File: src/sv/swf_pkg.sv
// Shared types, codes and default sizes for the shadow register write filter.
package swf_pkg;

    localparam int CHIP_COUNT_DEF    = 2;
    localparam int REGS_PER_CHIP_DEF = 256;
    localparam int DELAY_BITS_DEF    = 32;

    localparam int OP_W        = 2;
    localparam int CHIP_W      = 1;
    localparam int ADDR_W      = 8;
    localparam int VALUE_W     = 8;
    localparam int DELAY_IN_W  = 32;
    localparam int OUT_DELAY_W = 32;

    typedef enum logic [OP_W-1:0] {
        OP_DELAY = 2'd0,
        OP_WRITE = 2'd1,
        OP_RMW   = 2'd2,
        OP_FLUSH = 2'd3
    } op_t;

    typedef enum logic {
        KIND_WRITE = 1'b0,
        KIND_DELAY = 1'b1
    } kind_t;

    // One shadow store word: written mark and last value sent to the chip.
    typedef struct packed {
        logic               written;
        logic [VALUE_W-1:0] value;
    } entry_t;

endpackage

File: src/sv/swf_shadow_store.sv
// Shadow register store with registered read, write forwarding and clearing pass.
module swf_shadow_store #(
    parameter int DEPTH = swf_pkg::CHIP_COUNT_DEF * swf_pkg::REGS_PER_CHIP_DEF,
    parameter int IDX_W = $clog2(DEPTH)
) (
    input  logic                 clk,
    input  logic                 rst_n,
    input  logic                 rd_en,
    input  logic [IDX_W-1:0]     rd_addr,
    output swf_pkg::entry_t      rd_entry,
    input  logic                 wr_en,
    input  logic [IDX_W-1:0]     wr_addr,
    input  swf_pkg::entry_t      wr_entry,
    output logic                 busy
);

    swf_pkg::entry_t mem [DEPTH];
    swf_pkg::entry_t mem_q_reg;
    swf_pkg::entry_t fwd_entry_reg;
    logic            fwd_hit_reg;
    logic            fwd_hit_next;
    logic            clear_reg;
    logic            clear_next;
    logic [IDX_W-1:0] clr_idx_reg;
    logic [IDX_W-1:0] clr_idx_next;
    logic            clr_last;

    assign clr_last = (clr_idx_reg == IDX_W'(DEPTH - 1));

    always_comb
    begin
        clear_next   = clear_reg;
        clr_idx_next = clr_idx_reg;
        if (clear_reg)
        begin
            clr_idx_next = clr_idx_reg + 1'b1;
            if (clr_last)
            begin
                clear_next = 1'b0;
            end
        end
    end

    // Catch a write landing on the address being read in the same cycle.
    always_comb
    begin
        fwd_hit_next = fwd_hit_reg;
        if (rd_en)
        begin
            fwd_hit_next = wr_en && (wr_addr == rd_addr);
        end
    end

    always_ff @(posedge clk or negedge rst_n)
    begin
        if (!rst_n)
        begin
            clear_reg   <= 1'b1;
            clr_idx_reg <= '0;
            fwd_hit_reg <= 1'b0;
        end
        else
        begin
            clear_reg   <= clear_next;
            clr_idx_reg <= clr_idx_next;
            fwd_hit_reg <= fwd_hit_next;
        end
    end

    always_ff @(posedge clk)
    begin
        if (clear_reg)
        begin
            mem[clr_idx_reg] <= '0;
        end
        else if (wr_en)
        begin
            mem[wr_addr] <= wr_entry;
        end
        if (rd_en)
        begin
            mem_q_reg     <= mem[rd_addr];
            fwd_entry_reg <= wr_entry;
        end
    end

    assign rd_entry = fwd_hit_reg ? fwd_entry_reg : mem_q_reg;
    assign busy     = clear_reg;

`ifndef SYNTH
    a_no_access_while_clearing: assert property (@(posedge clk) disable iff (!rst_n)
        clear_reg |-> (!rd_en && !wr_en))
        else $error("store accessed during clearing pass");

    a_clear_ends_at_last: assert property (@(posedge clk) disable iff (!rst_n)
        (clear_reg && !clr_last) |=> clear_reg)
        else $error("clearing pass ended early");

    a_clear_stays_done: assert property (@(posedge clk) disable iff (!rst_n)
        !clear_reg |=> !clear_reg)
        else $error("clearing pass restarted without reset");
`endif

endmodule

File: src/sv/shadow_register_write_filter.sv
// Top level of the shadow register write filter: input stage, decision logic, result register.
//
//  channel  direction  handshake                   payload
//  item     in         item_valid / item_stall     op chip reg_addr value and_mask delay_in
//  result   out        result_valid / result_stall kind out_chip out_reg out_value out_delay
//
// One item per cycle while results flow; an item is decided in the cycle after its
// transfer and its result is registered when that stage advances. Store reads are
// registered and back-to-back writes to one register are forwarded inside the store.
// After reset a clearing pass sweeps CHIP_COUNT*REGS_PER_CHIP entries (512 by
// default) with item_stall held high. A stalled result holds the decision stage only
// when that stage has a result to emit; dropped writes and delay adds still advance.
module shadow_register_write_filter #(
    parameter int CHIP_COUNT    = swf_pkg::CHIP_COUNT_DEF,
    parameter int REGS_PER_CHIP = swf_pkg::REGS_PER_CHIP_DEF,
    parameter int DELAY_BITS    = swf_pkg::DELAY_BITS_DEF
) (
    input  logic                              clk,
    input  logic                              rst_n,
    input  logic                              item_valid,
    output logic                              item_stall,
    input  logic [swf_pkg::OP_W-1:0]          op,
    input  logic [swf_pkg::CHIP_W-1:0]        chip,
    input  logic [swf_pkg::ADDR_W-1:0]        reg_addr,
    input  logic [swf_pkg::VALUE_W-1:0]       value,
    input  logic [swf_pkg::VALUE_W-1:0]       and_mask,
    input  logic [swf_pkg::DELAY_IN_W-1:0]    delay_in,
    output logic                              result_valid,
    input  logic                              result_stall,
    output logic                              kind,
    output logic [swf_pkg::CHIP_W-1:0]        out_chip,
    output logic [swf_pkg::ADDR_W-1:0]        out_reg,
    output logic [swf_pkg::VALUE_W-1:0]       out_value,
    output logic [swf_pkg::OUT_DELAY_W-1:0]   out_delay
);

    localparam int DEPTH = CHIP_COUNT * REGS_PER_CHIP;
    localparam int IDX_W = $clog2(DEPTH);
    // Wide enough for the pending delay and the 32-bit input, plus a carry.
    localparam int OW    = (DELAY_BITS > swf_pkg::DELAY_IN_W) ? DELAY_BITS
                                                              : swf_pkg::DELAY_IN_W;
    localparam int SUM_W = OW + 1;
    localparam logic [SUM_W-1:0] DELAY_MAX = SUM_W'({DELAY_BITS{1'b1}});
    localparam logic [OW-1:0]    OUT_MAX   = OW'({swf_pkg::OUT_DELAY_W{1'b1}});

    // ---------------------------------------------------------------
    // Input transfer and store address
    // ---------------------------------------------------------------
    logic             accept;
    logic             store_busy;
    logic [IDX_W-1:0] idx_in;
    logic             in_range;

    assign accept   = item_valid && !item_stall;
    assign idx_in   = IDX_W'(32'(chip) * 32'(REGS_PER_CHIP) + 32'(reg_addr));
    // Drop writes aimed past the configured chips or registers.
    assign in_range = (32'(chip) < 32'(CHIP_COUNT)) && (32'(reg_addr) < 32'(REGS_PER_CHIP));

    // ---------------------------------------------------------------
    // Decision stage registers
    // ---------------------------------------------------------------
    logic                              s1_valid_reg;
    logic                              s1_valid_next;
    logic [swf_pkg::OP_W-1:0]          s1_op_reg;
    logic [swf_pkg::CHIP_W-1:0]        s1_chip_reg;
    logic [swf_pkg::ADDR_W-1:0]        s1_addr_reg;
    logic [swf_pkg::VALUE_W-1:0]       s1_value_reg;
    logic [swf_pkg::VALUE_W-1:0]       s1_mask_reg;
    logic [swf_pkg::DELAY_IN_W-1:0]    s1_delay_reg;
    logic [IDX_W-1:0]                  s1_idx_reg;
    logic                              s1_in_range_reg;
    logic [DELAY_BITS-1:0]             pend_reg;
    logic [DELAY_BITS-1:0]             pend_next;

    // ---------------------------------------------------------------
    // Shadow store
    // ---------------------------------------------------------------
    swf_pkg::entry_t rd_entry;
    swf_pkg::entry_t wr_entry;
    logic            wr_en;

    swf_shadow_store #(
        .DEPTH (DEPTH),
        .IDX_W (IDX_W)
    ) u_store (
        .clk      (clk),
        .rst_n    (rst_n),
        .rd_en    (accept),
        .rd_addr  (idx_in),
        .rd_entry (rd_entry),
        .wr_en    (wr_en),
        .wr_addr  (s1_idx_reg),
        .wr_entry (wr_entry),
        .busy     (store_busy)
    );

    // ---------------------------------------------------------------
    // Decision logic
    // ---------------------------------------------------------------
    swf_pkg::op_t                    s1_op;
    logic [swf_pkg::VALUE_W-1:0]     new_value;
    logic                            is_write;
    logic                            is_flush;
    logic                            do_write;
    logic                            emit;
    logic                            s1_adv;
    logic [SUM_W-1:0]                delay_sum;
    logic [DELAY_BITS-1:0]           pend_sum;
    logic [OW-1:0]                   pend_wide;
    logic [swf_pkg::OUT_DELAY_W-1:0] delay_out;

    assign s1_op = swf_pkg::op_t'(s1_op_reg);

    always_comb
    begin
        new_value = s1_value_reg;
        is_write  = 1'b0;
        is_flush  = 1'b0;
        case (s1_op)
            swf_pkg::OP_DELAY:
            begin
                is_write = 1'b0;
            end
            swf_pkg::OP_WRITE:
            begin
                is_write = 1'b1;
            end
            swf_pkg::OP_RMW:
            begin
                is_write  = 1'b1;
                new_value = (rd_entry.value & s1_mask_reg) | s1_value_reg;
            end
            swf_pkg::OP_FLUSH:
            begin
                is_flush = 1'b1;
            end
            default:
            begin
                is_write = 1'b0;
            end
        endcase
    end

    // Drop a write that repeats the value already held by a written register.
    assign do_write = is_write && s1_in_range_reg
                      && !(rd_entry.written && (rd_entry.value == new_value));
    assign emit     = s1_valid_reg && (is_flush || do_write);

    // Advance unless a result waits on a full, stalled result register.
    assign s1_adv = s1_valid_reg && (!emit || !result_valid || !result_stall);

    assign wr_en    = s1_adv && do_write;
    assign wr_entry = '{written: 1'b1, value: new_value};

    // Saturating pending delay, then clamp to the output width.
    assign delay_sum = SUM_W'(pend_reg) + SUM_W'(s1_delay_reg);
    assign pend_sum  = (delay_sum > DELAY_MAX) ? '1 : delay_sum[DELAY_BITS-1:0];
    assign pend_wide = OW'(pend_sum);
    assign delay_out = (pend_wide > OUT_MAX) ? '1 : pend_wide[swf_pkg::OUT_DELAY_W-1:0];

    always_comb
    begin
        pend_next = pend_reg;
        if (s1_adv)
        begin
            pend_next = emit ? '0 : pend_sum;
        end
    end

    always_comb
    begin
        s1_valid_next = s1_valid_reg;
        if (accept)
        begin
            s1_valid_next = 1'b1;
        end
        else if (s1_adv)
        begin
            s1_valid_next = 1'b0;
        end
    end

    // Hold off items during the clearing pass and while the stage is blocked.
    assign item_stall = store_busy || (s1_valid_reg && !s1_adv);

    // ---------------------------------------------------------------
    // Result register
    // ---------------------------------------------------------------
    logic                            res_valid_reg;
    logic                            res_valid_next;
    logic                            res_kind_reg;
    logic [swf_pkg::CHIP_W-1:0]      res_chip_reg;
    logic [swf_pkg::ADDR_W-1:0]      res_addr_reg;
    logic [swf_pkg::VALUE_W-1:0]     res_value_reg;
    logic [swf_pkg::OUT_DELAY_W-1:0] res_delay_reg;
    logic                            load_res;

    assign load_res = s1_adv && emit;

    always_comb
    begin
        res_valid_next = res_valid_reg;
        if (load_res)
        begin
            res_valid_next = 1'b1;
        end
        else if (!result_stall)
        begin
            res_valid_next = 1'b0;
        end
    end

    always_ff @(posedge clk or negedge rst_n)
    begin
        if (!rst_n)
        begin
            s1_valid_reg  <= 1'b0;
            res_valid_reg <= 1'b0;
            pend_reg      <= '0;
        end
        else
        begin
            s1_valid_reg  <= s1_valid_next;
            res_valid_reg <= res_valid_next;
            pend_reg      <= pend_next;
        end
    end

    always_ff @(posedge clk)
    begin
        if (accept)
        begin
            s1_op_reg       <= op;
            s1_chip_reg     <= chip;
            s1_addr_reg     <= reg_addr;
            s1_value_reg    <= value;
            s1_mask_reg     <= and_mask;
            s1_delay_reg    <= delay_in;
            s1_idx_reg      <= idx_in;
            s1_in_range_reg <= in_range;
        end
        if (load_res)
        begin
            res_kind_reg  <= is_flush ? swf_pkg::KIND_DELAY : swf_pkg::KIND_WRITE;
            res_chip_reg  <= is_flush ? '0 : s1_chip_reg;
            res_addr_reg  <= is_flush ? '0 : s1_addr_reg;
            res_value_reg <= is_flush ? '0 : new_value;
            res_delay_reg <= delay_out;
        end
    end

    assign result_valid = res_valid_reg;
    assign kind         = res_kind_reg;
    assign out_chip     = res_chip_reg;
    assign out_reg      = res_addr_reg;
    assign out_value    = res_value_reg;
    assign out_delay    = res_delay_reg;

`ifndef SYNTH
    a_emit_clears_pending: assert property (@(posedge clk) disable iff (!rst_n)
        load_res |=> (pend_reg == '0))
        else $error("pending delay not cleared after emitted result");

    a_block_only_on_stalled_result: assert property (@(posedge clk) disable iff (!rst_n)
        (s1_valid_reg && !s1_adv) |-> (result_valid && result_stall && emit))
        else $error("decision stage blocked without a stalled result");

    a_delay_only_fields_zero: assert property (@(posedge clk) disable iff (!rst_n)
        (result_valid && (kind == swf_pkg::KIND_DELAY))
            |-> (out_chip == '0 && out_reg == '0 && out_value == '0))
        else $error("delay-only result carries write fields");

    a_no_item_while_clearing: assert property (@(posedge clk) disable iff (!rst_n)
        store_busy |-> !s1_valid_reg)
        else $error("item in flight during clearing pass");
`endif

endmodule
File: config.mk
export PLATFORM = sky130hd
export DESIGN_NAME = shadow_register_write_filter
export DESIGN_NICKNAME = d
export VERILOG_FILES = /design/src/sv/swf_pkg.sv /design/src/sv/swf_shadow_store.sv /design/src/sv/shadow_register_write_filter.sv
export SDC_FILE = /design/constraint.sdc
export NUM_CORES = 2
export LEC_CHECK = 0
export BUFFER_PORTS_ARGS = -buffer_cell sky130_fd_sc_hd__buf_4
export CORE_UTILIZATION = 45
export DETAILED_ROUTE_END_ITERATION = 6
export GPL_ROUTABILITY_DRIVEN = 0
export HOLD_SLACK_MARGIN = 0.08
export PLACE_DENSITY = 0.72
export RECOVER_POWER = 100
export SYNTH_ARGS = -nofsm -noshare
export SYNTH_HDL_FRONTEND = slang
export SYNTH_MEMORY_MAX_BITS = 65536
export SYNTH_SLANG_ARGS = --single-unit
File: constraint.sdc
create_clock -name clk -period 41.5 [get_ports clk]
set_clock_uncertainty 0.1 [all_clocks]
set_input_delay 6.225 -clock clk [delete_from_list [all_inputs] [get_ports clk]]
set_output_delay 6.225 -clock clk [all_outputs]
set_load 0.01 [all_outputs]
# ---- Yosys cells after proc, flatten, opt, wreduce, memory -nomap -nowiden
# Memory sizes are Yosys's and may differ from the RTL's. A register that Yosys moved wholly into a read port is not among the register bits.
# Cells that the tools add are included.
dict set report totals {
  ff_bits 171
  input_bits 63
  mem_bits_rw 4608
  word_cells 77
  n_memories 1
  output_inout_bits 52
}
# name depth word_bits rd rd_clocked_by_memory_dff write_ports line
set memory_table {}
lappend memory_table {u_store.mem 512 9 1 1 1 swf_shadow_store.sv:17} ;# swf_pkg::entry_t mem [DEPTH];
dict set report classes {
  n_reduce_logical 22
  eq_ne 7
  addsub 3
  n_lt_le_gt_ge 2
  bitwise 2
  n_mux 21
}
# op n
set ops {}
lappend ops {{two-way mux 32 bit} 2}
lappend ops {{adder 32 x 32 -> 33 bit} 1}
lappend ops {{greater-than comparator 33 x 32 -> 1 bit (second input constant)} 1}
lappend ops {{greater-than comparator 32 bit (second input constant)} 1}
lappend ops {{two-way mux 9 bit} 3}
lappend ops {{two-way mux 1 bit} 15}
lappend ops {{adder 9 x 1 -> 9 bit (second input constant)} 1}
lappend ops {{adder 9 x 8 -> 9 bit} 1}
lappend ops {{equality test 9 bit} 1}
lappend ops {{equality test 9 bit (second input constant)} 1}
lappend ops {{logical AND 1 bit} 9}
lappend ops {{OR reduction 9 bit} 1}
lappend ops {{bitwise AND 8 bit} 1}
lappend ops {{equality test 8 bit} 1}
lappend ops {{two-way mux 8 bit} 1}
lappend ops {{bitwise OR 8 bit} 1}
lappend ops {{logical NOT 1 bit} 6}
lappend ops {{equality test 2 bit (second input constant)} 2}
lappend ops {{logical OR 1 bit} 4}
lappend ops {{equality test 2 x 1 -> 1 bit (second input constant)} 1}
lappend ops {{!= test 2 x 1 -> 1 bit (second input constant)} 1}
lappend ops {{nonzero test 2 bit} 1}
lappend ops {{OR reduction 2 bit} 1}

# ---- Longest topological paths before layout
dict set report depth {
  word_depth 20
  ltp_mapped 15
  ltp_nobuf 11
}

# ---- Hierarchy
# Synthesis repeated with hierarchy kept, for this count alone.
dict set report unflattened {
  hier_cells 9701
  area_unflattened_um2 188154.2
}
# module seq_area_each_um2 cells_per_inst instances area_per_inst_um2
set by_module_without_submodules {}
lappend by_module_without_submodules {swf_shadow_store 139189.7 9122 1 181181.3}
lappend by_module_without_submodules {shadow_register_write_filter 4124.0 579 1 6972.9}

# ---- Worst setup path after synthesis
# No wires, ideal clock.
dict set report synth_timing {
  path_kind {in2reg}
  start {input result_stall}
  end {memory u_store.mem[0][0] (netlist bit), data pin}
  path_slack_ns 19.796
  required_ns 38.825
  setup_ns 2.575
  t_arrival_ns 19.029
  path_buffers 3
  path_stages 7
  cell_sequence {nand2_1 nand2_1 or3_4 buf_6 buf_6 buf_2 nor2_1}
}
dict set report synth_between {
  elab_chain_cells 9
}
# element line
set synth_lines {}
lappend synth_lines {{start, declared} shadow_register_write_filter.sv:29} ;# input logic result_stall,
lappend synth_lines {{logical NOT 1 bit} --}
lappend synth_lines {{logical OR 1 bit} shadow_register_write_filter.sv:150} ;# assign s1_adv = s1_valid_reg && (!emit || !result_valid || !result_stall);
lappend synth_lines {{logical AND 1 bit} shadow_register_write_filter.sv:150}
lappend synth_lines {{logical AND 1 bit} shadow_register_write_filter.sv:152} ;# assign wr_en = s1_adv && do_write;
lappend synth_lines {{two-way mux 1 bit} swf_shadow_store.sv:76} ;# else if (wr_en)
lappend synth_lines {{two-way mux 1 bit} swf_shadow_store.sv:72} ;# if (clear_reg)
lappend synth_lines {{two-way mux 1 bit (implied by the code)} swf_shadow_store.sv:78} ;# mem[wr_addr] <= wr_entry;
lappend synth_lines {{OR reduction 9 bit (no source line)} --}
lappend synth_lines {{two-way mux 9 bit (no source line)} --}
lappend synth_lines {{end, declared} swf_shadow_store.sv:17}
# Every way passes these cells.

# ---- Worst setup path after layout
dict set report layout_timing {
  start {input result_stall}
  end {memory u_store.mem[173][0] (netlist bit), data pin}
}
# The elaborated chain is that of the path after synthesis.

==> results.toml <==
[worst_hold_path]
hold_path.class = "reg2reg"
min_from = "pend_reg[13]"
holdPathEnd = "pend_reg[13]"
hold_depth = 2

[critical_path]
crit_family = "buffers and inverters"
cp_num_buf_inv = 6
cp_common_cell = "clkbuf_1"
slowest_delay_ns = 6.48
cp.arrival_ns = 24.39
reg2reg_slack_ns = 21.84
worstPathCellList = "clkbuf_1 > nand2_1 > nand2_1 > clkbuf_1 > or3_1 > nor2_4 > clkbuf_1 > clkbuf_1 > clkbuf_1 > clkbuf_1"
cp-end-kind = "flip-flop"
timing.rr.end = "u_store.mem[173][0]"
cp_num_cells = 10
required_ns = 41.58
crit_fanout = 198
setup.worst_path.start_class = "input pin"
rr_startpoint = "u_store.fwd_hit_reg"
cp_slowest_cell = "clkbuf_1"
reg2regPathDepth = 10
crit_type = "in2reg"

[finish]
drive_gt1_share_pct = 22.8
top_register = "u_store.mem"
regArea_sq_um = 143000
fin_cells = 14800
largest_reg_flops = 4608
multi_input_area_sq_um = 40500
area_delta_synth_final_pct = 11.1
fillers = 31600
nets = 9034

[yosys]
synthXorXnorAreaFrac_pct = 0.207
synthCells = 8734
yosysWarnings = 0
synth_fa_ha_area_share_pct = 0.252
async_reset_ff_share_pct = 0.942
yosysTopAreaCell = "edfxtp_1"
syn_avg_cell_area_sq_um = 21.3
synth_nets = 8834
syn-cell-area_sq_um = 186000
yosys-top-cells-area = "edfxtp_1 (76%), mux4_2 (14%), mux2i_1 (1.6%), nor2_1 (1.2%), mux2_2 (0.86%)"
synth_compound_area_share_pct = 2.51
synth_edf_count = 4734
synth_seq_cells = 4779
synth_top_area_share_pct = 76.3
synthDistinctLibCells = 73
synth-simple-area-share_pct = 2.30
synthMuxAreaShare_pct = 16.5
seq_area_frac_synth_pct = 76.9
synthFlopType = "edfxtp_1"
synth_top_family_by_area = "multiplexers"

[placement]
dpl_worst_slack_ns = 28.11
dp_hpwl_um = 257000
port_buffers = 114
placed_cells = 13900

[timing]
max_slew.worst_pin.slew_ns = 10.97
finalSetupViolations = 0
hold_ws_ns = 0.408
fin_crit_ns = 24.32
fin_setup_tns_ns = 0
rsz0062_at_grt = "false"
fmax_mhz = 41.1
hold_viol_final = 0
fin_ws_ns = 17.18
period_share_pct = 58.6
relSlewSlack_pct = -632
slew_viol_final = 5797

[die]
die_w_um = 646
io_pins = 115
dieArea_sq_um = 417000
row_count = 235
design.core.area_sq_um = 411000
start_util_pct = 45.4
die_y_um = 646

[clock_tree]
path_clk_slew_ns = 0.06
numCtsBuffers = 452
cts_tree = "built"
cts_sinks = 4779
hold_buffers = 0
postCtsSetupBuffers = 0
htree_levels = 5
cts_root_buffer = "clkbuf_16"
clk_latency_ns = 1.01
ctsResizeCount = 0
clock_path_buffers = 4

[routing]
first_pass_iters = 7
drcViolationCount = 12
antenna_left = 0
wl_per_cell_um = 29.8
dr.first_iter.drc_count = 12800
via_per_inst = 6.16
vias = 91000
wirelength_um = 440000

[global_route]
grt_pass1_vias = 91100
grtUsageTotal_pct = 20.7
grt_max_degree = 241
grt_pass1_wl_um = 637000
overflow = 0
grt_antenna_before_repair = 13

[flow_run]
cap_viol_max_count = 84

[power_and_ir_drop]
p_clk_share_pct = 40.0
p_leak_nw = 66.8
p_switching_mw = 2.27
p_int_mw = 7.95
vdd.ir_drop.worst_mv = 0.0363
pwr-share-comb_pct = 6.7
sw_frac_of_total_pct = 22.2
power_frac_seq_pct = 53.4
power_density_nw_per_um2 = 49.4

[outcome]
violations = "design-rule violations, max-capacitance violations, max-slew violations"
outcome = "finished with violations"
layout make-up:
class,instances,area share (%)
Tap cell,5451,3.29
Multi-Input combinational cell,3373,19.5
Clock buffer,538,5.65
Clock inverter,302,1.43
Timing Repair Buffer,280,0.796
Sequential cell,4779,69.2
Inverter,48,0.0876
Antenna cell,7,0.00846
power groups by stage:
stage / Clock (mW) / Combinational, mW / Sequential, mW
2_1_floorplan: 0 / 0.433 / 5.59
3_5_place_dp: 0 / 0.691 / 5.52
6_report: 4.09 / 0.683 / 5.46
4_1_cts: 4.13 / 0.694 / 5.42
5_1_grt: 4.30 / 0.731 / 5.46
3_3_place_gp: 0 / 0.668 / 5.52
logic make-up (layout without fill, tap and decap cells):
group,Yosys count,in the layout
DFF,4779,4779
adders and majority gates,37,37
other,0,7
buffers and inverters,582,1168
xor gates and xnor gates,44,44
AOI/OAI and AO/OA,678,678
muxes,1599,1599
and+or+nand+nor,1015,1015
worst max path at each step:
stage / from / to / slack [ns]
3_5_place_dp: result_stall / item_stall / 28.11
5_1_grt: result_stall / u_store.mem[173][0] / 15.95
6_report: result_stall / u_store.mem[173][0] / 17.18
4_1_cts: result_stall / item_stall / 28.12
3_3_place_gp: result_stall / item_stall / 28.10
2_1_floorplan: result_stall / u_store.mem[0][0] / 19.80
worst min-delay path, cell delays in order, from the launching register on:
cell and delay (ns):
dfrtp_1 0.34, nand3_1 0.06, o21ai_0 0.07
cell usage after synthesis, types with 10 or more instances:
cell / number
a211oi_1: 22
a21oi_1: 80
buf_1: 53
ha_1: 36
nor3_1: 31
nand2b_1: 10
mux2_2: 142
mux4_2: 1158
nand3_1: 41
nand2_1: 224
clkbuf_1: 263
dfrtp_1: 44
mux2i_1: 299
a31oi_1: 16
o21ai_0: 245
or4_1: 16
a22oi_1: 14
edfxtp_1: 4734
xnor2_1: 25
inv_1: 48
nor2b_1: 24
nor2_1: 607
xor2_1: 19
a2111oi_0: 11
a221oi_1: 103
buf_4: 51
o221ai_1: 108
buf_2: 158
cells in the final DEF (no fill, tap or decap), drive strengths merged, types with 6 or more instances in the layout:
| master | count |
|---|---|
| a2111oi | 12 |
| a211oi | 23 |
| a21o | 9 |
| a21oi | 81 |
| a221oi | 103 |
| a22oi | 14 |
| a31o | 9 |
| a31oi | 16 |
| and2 | 6 |
| buf | 91 |
| bufinv | 45 |
| clkbuf | 727 |
| clkinv | 223 |
| clkinvlp | 22 |
| dfrtp | 44 |
| diode | 7 |
| edfxtp | 4734 |
| ha | 36 |
| inv | 60 |
| mux2 | 142 |
| mux2i | 299 |
| mux4 | 1158 |
| nand2 | 235 |
| nand2b | 10 |
| nand3 | 41 |
| nand4 | 6 |
| nor2 | 608 |
| nor2b | 24 |
| nor3 | 31 |
| nor4 | 6 |
| nor4b | 9 |
| o2111ai | 8 |
| o21ai | 248 |
| o221ai | 108 |
| o22ai | 8 |
| o31ai | 6 |
| or4 | 17 |
| xnor2 | 25 |
| xor2 | 19 |
stage by stage:
step,util (%),power (mW),instance area [sq um]
after global routing,50.4,10.5,207000
after CTS,50.6,10.2,208000
after detailed placement,47.1,6.21,193000
after floorplan,-,6.02,186000
after global placement,47.0,6.19,193000
final,50.4,10.2,207000
per-layer routing:
metal | part of all wire [%] | vias to the layer above | wire length, um | global-route usage, %
met5 | 0.010 | - | 46 | 0
met2 | 47 | 5236 | 209000 | 32.6
met3 | 11 | 734 | 46900 | 4.33
met4 | 3.3 | 6 | 14600 | 6.49
li1 | - | 36900 | - | -
met1 | 39 | 48100 | 169000 | 29.3
(Power assumes the default switching activity.)
